[src/rtl/fcm_pkg.sv]
// fcm_pkg: shared types and constants for the fixed capacity multiset
// holds sizing constants, operation codes, result status codes, the back-end sequencer states and the queue status
// depends on nothing
package fcm_pkg;

	localparam int CAP_DEF        = 32;
	localparam int VALUE_BITS_DEF = 32;
	localparam int QUEUE_DEPTH    = 2;
	localparam int MODE_W         = 2;
	localparam int FIELD_W        = 6;

	typedef enum logic [MODE_W-1:0] {
		OP_INSERT    = 2'd0,
		OP_ERASE_ONE = 2'd1,
		OP_ERASE_ALL = 2'd2,
		OP_COUNT     = 2'd3
	} op_t;

	typedef enum logic [1:0] {
		ST_DONE     = 2'd0,
		ST_OVERFLOW = 2'd1,
		ST_NOMATCH  = 2'd2
	} status_t;

	typedef enum logic [2:0] {
		S_IDLE,
		S_SCAN,
		S_MOVE_RD,
		S_MOVE_WR,
		S_RESULT
	} bstate_t;

	// queue status: full is seen by the front end, vld by the back end
	typedef struct packed {
		logic vld;
		logic full;
	} qstat_t;

endpackage

[src/rtl/fcm_front.sv]
// fcm_front: input register that accepts requests and classifies them
// depends on fcm_pkg; feeds fcm_queue
module fcm_front #(
	parameter int VALUE_BITS = 32
) (
	input  logic                              clk,
	input  logic                              arst_n,
	input  logic                              in_valid,
	output logic                              in_stall,
	input  logic [fcm_pkg::MODE_W-1:0]        mode,
	input  logic [31:0]                       value,
	input  fcm_pkg::qstat_t                   qstat,
	output logic                              push,
	output logic [fcm_pkg::MODE_W+VALUE_BITS-1:0] push_data
);
	import fcm_pkg::*;

	logic                  vld_s1;
	op_t                   op_s1;
	logic [VALUE_BITS-1:0] val_s1;
	logic                  take;

	assign in_stall  = vld_s1 && qstat.full;
	assign take      = in_valid && !in_stall;
	assign push      = vld_s1 && !qstat.full;
	assign push_data = {op_s1, val_s1};

	always_ff @(posedge clk or negedge arst_n) begin
		if (!arst_n) begin
			vld_s1 <= 1'b0;
		end else if (take) begin
			vld_s1 <= 1'b1;
		end else if (push) begin
			vld_s1 <= 1'b0;
		end
	end

	// bits above VALUE_BITS are dropped, configurations wider than 32 bits zero-extend
	always_ff @(posedge clk) begin
		if (take) begin
			op_s1  <= op_t'(mode);
			val_s1 <= VALUE_BITS'(value);
		end
	end

endmodule

[src/rtl/fcm_queue.sv]
// fcm_queue: short request queue between the front and back ends
// depends on fcm_pkg
module fcm_queue #(
	parameter int WIDTH = 34,
	parameter int DEPTH = 2
) (
	input  logic             clk,
	input  logic             arst_n,
	input  logic             push,
	input  logic [WIDTH-1:0] push_data,
	input  logic             pop,
	output fcm_pkg::qstat_t  qstat,
	output logic [WIDTH-1:0] pop_data
);
	import fcm_pkg::*;

	localparam int PW = (DEPTH > 1) ? $clog2(DEPTH) : 1;
	localparam int CW = $clog2(DEPTH + 1);

	logic [WIDTH-1:0] slot_q [DEPTH];
	logic [PW-1:0]    wr_ptr_q;
	logic [PW-1:0]    rd_ptr_q;
	logic [CW-1:0]    cnt_q;
	logic             do_push;
	logic             do_pop;

	assign qstat.vld  = (cnt_q != '0);
	assign qstat.full = (cnt_q == CW'(DEPTH));
	assign do_push    = push && !qstat.full;
	assign do_pop     = pop && qstat.vld;
	assign pop_data   = slot_q[rd_ptr_q];

	always_ff @(posedge clk or negedge arst_n) begin
		if (!arst_n) begin
			wr_ptr_q <= '0;
			rd_ptr_q <= '0;
			cnt_q    <= '0;
		end else begin
			if (do_push) begin
				wr_ptr_q <= (wr_ptr_q == PW'(DEPTH - 1)) ? '0 : wr_ptr_q + 1'b1;
			end
			if (do_pop) begin
				rd_ptr_q <= (rd_ptr_q == PW'(DEPTH - 1)) ? '0 : rd_ptr_q + 1'b1;
			end
			if (do_push && !do_pop) begin
				cnt_q <= cnt_q + 1'b1;
			end else if (do_pop && !do_push) begin
				cnt_q <= cnt_q - 1'b1;
			end
		end
	end

	always_ff @(posedge clk) begin
		if (do_push) begin
			slot_q[wr_ptr_q] <= push_data;
		end
	end

endmodule

[src/rtl/fcm_back.sv]
// fcm_back: entry store and sequencer that carries out each request
// scans the store one entry per cycle through a registered read port
// depends on fcm_pkg; drives the output register
module fcm_back #(
	parameter int CAP        = 32,
	parameter int VALUE_BITS = 32
) (
	input  logic                                   clk,
	input  logic                                   arst_n,
	input  fcm_pkg::qstat_t                        qstat,
	input  logic [fcm_pkg::MODE_W+VALUE_BITS-1:0]  pop_data,
	output logic                                   pop,
	output logic                                   out_valid,
	input  logic                                   out_stall,
	output logic [1:0]                             status,
	output logic [fcm_pkg::FIELD_W-1:0]            match_count,
	output logic [fcm_pkg::FIELD_W-1:0]            fill_level
);
	import fcm_pkg::*;

	localparam int AW = (CAP > 1) ? $clog2(CAP) : 1;
	localparam int CW = $clog2(CAP + 1);

	logic [VALUE_BITS-1:0] mem [CAP];

	bstate_t               state_q, state_d;
	op_t                   op_q, op_d;
	logic [VALUE_BITS-1:0] val_q, val_d;
	logic [CW-1:0]         fill_q, fill_d;
	logic [CW-1:0]         scan_q, scan_d;
	logic [CW-1:0]         keep_q, keep_d;
	logic [CW-1:0]         match_q, match_d;
	logic [AW-1:0]         hit_q, hit_d;
	logic [AW-1:0]         cmp_idx_q, cmp_idx_d;
	logic                  cmp_vld_q, cmp_vld_d;
	status_t               res_q, res_d;
	logic [VALUE_BITS-1:0] rd_data_q;

	logic                  out_vld_q, out_vld_d;
	logic [1:0]            out_status_q, out_status_d;
	logic [FIELD_W-1:0]    out_match_q, out_match_d;
	logic [FIELD_W-1:0]    out_fill_q, out_fill_d;

	logic [AW-1:0]         rd_addr;
	logic                  wr_en;
	logic [AW-1:0]         wr_addr;
	logic [VALUE_BITS-1:0] wr_data;
	logic [CW-1:0]         last_idx;
	logic                  hit;
	op_t                   q_op;
	logic [VALUE_BITS-1:0] q_val;

	assign q_op     = op_t'(pop_data[MODE_W+VALUE_BITS-1:VALUE_BITS]);
	assign q_val    = pop_data[VALUE_BITS-1:0];
	assign last_idx = fill_q - 1'b1;
	assign hit      = cmp_vld_q && (rd_data_q == val_q);

	assign out_valid   = out_vld_q;
	assign status      = out_status_q;
	assign match_count = out_match_q;
	assign fill_level  = out_fill_q;

	always_comb begin
		state_d      = state_q;
		op_d         = op_q;
		val_d        = val_q;
		fill_d       = fill_q;
		scan_d       = scan_q;
		keep_d       = keep_q;
		match_d      = match_q;
		hit_d        = hit_q;
		cmp_idx_d    = cmp_idx_q;
		cmp_vld_d    = 1'b0;
		res_d        = res_q;
		pop          = 1'b0;
		rd_addr      = scan_q[AW-1:0];
		wr_en        = 1'b0;
		wr_addr      = keep_q[AW-1:0];
		wr_data      = rd_data_q;
		out_vld_d    = out_vld_q && out_stall;
		out_status_d = out_status_q;
		out_match_d  = out_match_q;
		out_fill_d   = out_fill_q;

		case (state_q)
			S_IDLE: begin
				if (qstat.vld) begin
					pop     = 1'b1;
					op_d    = q_op;
					val_d   = q_val;
					scan_d  = '0;
					keep_d  = '0;
					match_d = '0;
					res_d   = ST_DONE;
					if (q_op == OP_INSERT) begin
						if (fill_q == CW'(CAP)) begin
							res_d = ST_OVERFLOW;
						end else begin
							wr_en   = 1'b1;
							wr_addr = fill_q[AW-1:0];
							wr_data = q_val;
							fill_d  = fill_q + 1'b1;
						end
						state_d = S_RESULT;
					end else begin
						state_d = S_SCAN;
					end
				end
			end
			S_SCAN: begin
				// read entry scan_q now, compare the entry read last cycle
				if (scan_q < fill_q) begin
					cmp_vld_d = 1'b1;
					cmp_idx_d = scan_q[AW-1:0];
					scan_d    = scan_q + 1'b1;
				end
				if (cmp_vld_q) begin
					case (op_q)
						OP_ERASE_ONE: begin
							if (hit) begin
								hit_d     = cmp_idx_q;
								match_d   = CW'(1);
								cmp_vld_d = 1'b0;
								state_d   = S_MOVE_RD;
							end
						end
						OP_ERASE_ALL: begin
							// survivors are compacted down to keep_q
							if (hit) begin
								match_d = match_q + 1'b1;
							end else begin
								wr_en  = 1'b1;
								keep_d = keep_q + 1'b1;
							end
						end
						OP_COUNT: begin
							if (hit) begin
								match_d = match_q + 1'b1;
							end
						end
						default: begin
						end
					endcase
				end else if (scan_q == fill_q) begin
					case (op_q)
						OP_ERASE_ONE: res_d  = ST_NOMATCH;
						OP_ERASE_ALL: fill_d = keep_q;
						default: begin
						end
					endcase
					state_d = S_RESULT;
				end
			end
			S_MOVE_RD: begin
				rd_addr = last_idx[AW-1:0];
				state_d = S_MOVE_WR;
			end
			S_MOVE_WR: begin
				// last entry fills the hole
				wr_en   = 1'b1;
				wr_addr = hit_q;
				fill_d  = last_idx;
				state_d = S_RESULT;
			end
			S_RESULT: begin
				if (!out_vld_q || !out_stall) begin
					out_vld_d    = 1'b1;
					out_status_d = res_q;
					out_match_d  = FIELD_W'(match_q);
					out_fill_d   = FIELD_W'(fill_q);
					state_d      = S_IDLE;
				end
			end
			default: begin
				state_d = S_IDLE;
			end
		endcase
	end

	always_ff @(posedge clk or negedge arst_n) begin
		if (!arst_n) begin
			state_q <= S_IDLE;
		end else begin
			state_q <= state_d;
		end
	end

	always_ff @(posedge clk or negedge arst_n) begin
		if (!arst_n) begin
			fill_q    <= '0;
			cmp_vld_q <= 1'b0;
			out_vld_q <= 1'b0;
		end else begin
			fill_q    <= fill_d;
			cmp_vld_q <= cmp_vld_d;
			out_vld_q <= out_vld_d;
		end
	end

	always_ff @(posedge clk) begin
		op_q         <= op_d;
		val_q        <= val_d;
		scan_q       <= scan_d;
		keep_q       <= keep_d;
		match_q      <= match_d;
		hit_q        <= hit_d;
		cmp_idx_q    <= cmp_idx_d;
		res_q        <= res_d;
		out_status_q <= out_status_d;
		out_match_q  <= out_match_d;
		out_fill_q   <= out_fill_d;
	end

	always_ff @(posedge clk) begin
		if (wr_en) begin
			mem[wr_addr] <= wr_data;
		end
		rd_data_q <= mem[rd_addr];
	end

endmodule

[src/rtl/fixed_capacity_multiset.sv]
// fixed_capacity_multiset: an unordered bag of up to CAP values
// request channel: in_valid/in_stall with mode and value; result channel:
// out_valid/out_stall with status, match_count and fill_level, one result
// per request, in request order.
// insert appends (or reports overflow when full), erase-one moves the last
// entry into the first matching slot, erase-all removes every match and compacts
// the rest, count tallies matches; fill_level is the size after the request.
// the front end registers a request and hands it to a two-entry queue; the
// back end scans the entry store one entry per cycle through its single
// registered read port, so that scan sets the rate.
// a request passes the input register and the queue to the back end, which
// takes it in S_IDLE: insert goes straight to S_RESULT, count and erase-all
// scan every entry, erase-one stops at the first match and moves the last entry.
// the back end works on one request at a time and pops the next only when idle.
// requests keep being accepted while the back end works, until the queue
// and the input register are full.
// a result waits in the output register while out_stall is high; the back
// end holds its next result until that register frees up.
// reset empties the store and clears the queue and output valid; stored words are not cleared
// depends on fcm_pkg, fcm_front, fcm_queue, fcm_back
module fixed_capacity_multiset #(
	parameter int CAP        = fcm_pkg::CAP_DEF,
	parameter int VALUE_BITS = fcm_pkg::VALUE_BITS_DEF
) (
	input  logic                        clk,
	input  logic                        arst_n,
	input  logic                        in_valid,
	output logic                        in_stall,
	input  logic [fcm_pkg::MODE_W-1:0]  mode,
	input  logic [31:0]                 value,
	output logic                        out_valid,
	input  logic                        out_stall,
	output logic [1:0]                  status,
	output logic [fcm_pkg::FIELD_W-1:0] match_count,
	output logic [fcm_pkg::FIELD_W-1:0] fill_level
);
	import fcm_pkg::*;

	localparam int QW = MODE_W + VALUE_BITS;

	qstat_t          qstat;
	logic            push;
	logic [QW-1:0]   push_data;
	logic            pop;
	logic [QW-1:0]   pop_data;

	fcm_front #(
		.VALUE_BITS(VALUE_BITS)
	) u_front (
		.clk       (clk),
		.arst_n    (arst_n),
		.in_valid  (in_valid),
		.in_stall  (in_stall),
		.mode      (mode),
		.value     (value),
		.qstat     (qstat),
		.push      (push),
		.push_data (push_data)
	);

	fcm_queue #(
		.WIDTH(QW),
		.DEPTH(QUEUE_DEPTH)
	) u_queue (
		.clk       (clk),
		.arst_n    (arst_n),
		.push      (push),
		.push_data (push_data),
		.pop       (pop),
		.qstat     (qstat),
		.pop_data  (pop_data)
	);

	fcm_back #(
		.CAP       (CAP),
		.VALUE_BITS(VALUE_BITS)
	) u_back (
		.clk         (clk),
		.arst_n      (arst_n),
		.qstat       (qstat),
		.pop_data    (pop_data),
		.pop         (pop),
		.out_valid   (out_valid),
		.out_stall   (out_stall),
		.status      (status),
		.match_count (match_count),
		.fill_level  (fill_level)
	);

endmodule

[config.mk]
export PLATFORM = sky130hd
export DESIGN_NAME = fixed_capacity_multiset
export DESIGN_NICKNAME = d
export VERILOG_FILES = /design/src/rtl/fcm_pkg.sv /design/src/rtl/fcm_front.sv /design/src/rtl/fcm_queue.sv /design/src/rtl/fcm_back.sv /design/src/rtl/fixed_capacity_multiset.sv
export SDC_FILE = /design/constraint.sdc
export NUM_CORES = 1
export LEC_CHECK = 0
export BUFFER_PORTS_ARGS = -buffer_cell sky130_fd_sc_hd__clkbuf_2
export CAP_MARGIN = 20
export CORE_ASPECT_RATIO = 1.25
export CORE_UTILIZATION = 30
export CTS_BUF_LIST = sky130_fd_sc_hd__clkbuf_16
export CTS_CLUSTER_DIAMETER = 100
export CTS_CLUSTER_SIZE = 40
export DETAILED_ROUTE_END_ITERATION = 10
export PLACE_DENSITY = 0.56
export SKIP_CTS_REPAIR_TIMING = 1
export SYNTH_ARGS = -nofsm -noshare
export SYNTH_HDL_FRONTEND = slang
export SYNTH_HIERARCHICAL = 1
export SYNTH_SLANG_ARGS = --single-unit
[constraint.sdc]
create_clock -name clk -period 7.6 [get_ports clk]
set_input_delay 1.14 -clock clk [delete_from_list [all_inputs] [get_ports clk]]
set_output_delay 1.14 -clock clk [all_outputs]
set_load 0.01 [all_outputs]
==> impl_metrics.csv <==
group,metric,value,unit
outcome,status,"complete, no violations",
timing,final.setup.tns,0,ps
floorplanning,ios,54,
timing,rsz0062_at_grt,"false",
power,leakage,17.5,nW
timing,clock_skew,33.1,ps
routing,routed_wl,137,mm
setup_path,worstPathCellList,"inv_1 -> ha_4 -> nor4b_1 -> a2111oi_4 -> buf_4 -> nor2_1 -> a222oi_1 -> nand2b_1 -> nor3_2 -> buf_4",
cells_and_area,fin_cells,5417,
yosys,synth_seq_cells,1252,
cells_and_area,finalNetCount,3109,
floorplanning,die-area,177000,sq um
placement,port_buffers,53,
timing,finalCritPeriodShare,0.678,
setup_path,crit_arrival,5440,ps
routing,dr_wl_met3,6.24,mm
cts,cts-buffers-inserted,38,
yosys,synth_top_family_by_area,"multiplexers",
cts,cts_tree,"yes",
cts,clock-root-buffer,"clkbuf_16",
setup_path,critPathKind,"register to register",
global_routing,antenna_found_initial,4,
floorplanning,num_rows,171,
yosys,ys_seq_area_frac,0.708,
yosys,synthCells,3100,
yosys,syn_avg_cell_area,16.9,sq um
cts,clock_sinks,1252,
yosys,synthAdderAreaFrac,0.00286,
yosys,synthMuxAreaShare,0.136,
routing,m1WireLength,56.4,mm
setup_path,end_kind,"register",
routing,route.detailed.drc,0,
timing,report.final.setup_viol,0,
yosys,synth_xor_area_frac,0.00901,
yosys,netlist_top_cells_area,"edfxtp_1, mux4_2, mux2i_1",
cells_and_area,design_area,57000,sq um
yosys,yosys.area_share.simple,0.0576,
routing,firstDrtPassIters,6,
cts,cts_buffer_depth,3,
setup_path,crit_buf_inv,3,
min_path,min-delay-path-class,"primary input to asynchronous set/reset pin",
global_routing,grtUsageTotal,0.151,
job,drv_cap,0,
cts,cts-htree-levels,2,
routing,via_per_inst,5.23,
setup_path,reg2reg_from,"u_back/fill_q[0]",
timing,worstMarginPinSlew,1120,ps
placement,dp_hpwl,79.8,mm
setup_path,ff2ff_setup_slack,2450,ps
yosys,ys.flop_type,"edfxtp_1",
placement,placed_cells,5351,
cells_and_area,final_common_cell,"edfxtp_1",
routing,first_iter_violations,2705,
yosys,synth-edff-count,1204,
routing,highest_layer,"met5",
yosys,synth_top_area_frac,0.688,
yosys,synth_top_area_cell,"edfxtp_1",
setup_path,max_stage_delay,980,ps
power,p_per_area,375,nW/um^2
cells_and_area,drive_above_1_share,0.183,
power,ir_drop,0.251,mV
floorplanning,die_w,376,microns
placement,placed_area,55800,sq um
yosys,ys_types,77,
routing,route.met2.wl,71.4,mm
floorplanning,core,174000,sq um
floorplanning,fp.dieH,470,microns
floorplanning,initial_utilization,0.302,
routing,wl_per_cell,25.3,microns
yosys,synth.cell_area,52500,sq um
timing,drv_slew,0,
yosys,yosys_warnings,6,
global_routing,grt_pass1_wl,200,mm
global_routing,grt_pass1_vias,28700,
yosys,synth-async-reset-ratio,0.0128,
global_routing,grt_overflow,0,
setup_path,critPathTopFamily,"buffers and inverters",
timing,hold_viol_final,0,
setup_path,crit_top_cell,"buf_4",
cells_and_area,final_util,0.328,
timing,whs,437,ps
global_routing,grt_start_max_net_pins,151,
setup_path,critPathSlowestCell,"dfrtp_4",
setup_path,critPathMaxFanout,40,
timing,max-slew-margin-rel,0.244,
setup_path,crit_required,7890,ps
routing,vias,28300,
cells_and_area,synthToLayoutAreaGrowth,8.46,%
setup_path,critPathLaunch,"u_back/fill_q[0]",
routing,drt.antenna.violating_nets,0,
timing,min_period,5150,ps
cts,clk_pin_slew,140,ps
placement,gp_congestion,0.801,
cts,clk_latency,670,ps
setup_path,cp-start-kind,"register",
yosys,syn_nets,3150,
timing,fmax,0.194,GHz
cells_and_area,final_cell_mix,"edfxtp_1, nand2_1, mux2i_1",
yosys,synth_compound_area_frac,0.0647,
[Yosys cell counts, types with 32 or more instances]
cell / n
edfxtp_1: 1204
nand2_1: 259
mux2i_1: 192
mux4_2: 152
clkbuf_1: 137
a21oi_1: 116
mux2_2: 102
nand3_1: 76
a22oi_1: 65
xnor2_1: 44
o21ai_0: 43
buf_2: 40
nor3_1: 40
and2_1: 38
nor2_1: 37
a31oi_1: 36
a2111oi_0: 34
o211ai_1: 34
a221oi_1: 33
o2111ai_1: 33
or3_1: 33
dfxtp_1: 32
o22ai_1: 32
o32ai_1: 32
[registers in the layout, summed over array words and instances, names as in the netlist, 32 cells and up]
| signal | cells |
|---|---|
| u_back/val_q | 32 |
| u_back/mem | 1024 |
| u_back/rd_data_q | 32 |
| u_queue/slot_q | 68 |
| u_front/val_s1 | 32 |
[power breakdown]
group	leakage, nW	internal (W)	switching [W]
logic	5.58	0.00286	0.00551
registers	11.3	0.00945	0.000515
clock network	0.603	0.00101	0.00202
total	17.5	0.0133	0.00804
[kinds of logic after synthesis]
group | Yosys count
flops | 1252
fa+ha+maj | 12
simple gates | 574
mux | 484
compound gates | 487
buf+inv | 237
xor+xnor | 54
[worst reg2reg max path, stage by stage, from the launching register on]
cell,delay (ps)
dfrtp_4,980
inv_1,330
ha_4,290
nor4b_1,190
a2111oi_4,380
buf_4,550
nor2_1,190
a222oi_1,500
nand2b_1,480
nor3_2,280
buf_4,520
[path summary, 6_finish.rpt]
| check | to | cells past startpoint |
|---|---|---|
| setup / recovery | u_back/mem[21][11] | 10 |
| hold reg to reg | u_back/hit_q[0] | 0 |
| min in group clk | u_back/hit_q[0] | 0 |
| max in group asynchronous | u_back/fill_q[0] | 1 |
| hold / removal | u_back/fill_q[2] | 1 |
| setup reg to reg | u_back/mem[21][11] | 10 |
[routing by layer]
| layer | track usage | up-vias |
|---|---|---|
| li1 | - | 12300 |
| met1 | 0.193 | 15100 |
| met2 | 0.273 | 813 |
| met3 | 0.0137 | 141 |
| met4 | 0.0379 | 2 |
| met5 | 0 | - |
[area by class of cell]
class / count / area, sq um
fillers: 16800 / 117000
flip-flops and latches: 1252 / 37200
multi-input cells: 1611 / 14600
well taps: 2335 / 2920
repair buffers: 140 / 1060
clock buffers: 41 / 1030
clock inverters: 20 / 130
inverters: 16 / 60.1
diodes: 2 / 5.00
[per-stage QoR]
stage / worst slack (ps) / total power (W)
6_report: 2450 / 0.0214
5_1_grt: 2080 / 0.0222
4_1_cts: 2390 / 0.0215
3_5_place_dp: 2410 / 0.0185
3_3_place_gp: 2420 / 0.0184
2_1_floorplan: 2370 / 0.0154
(Power assumes the default switching activity.)
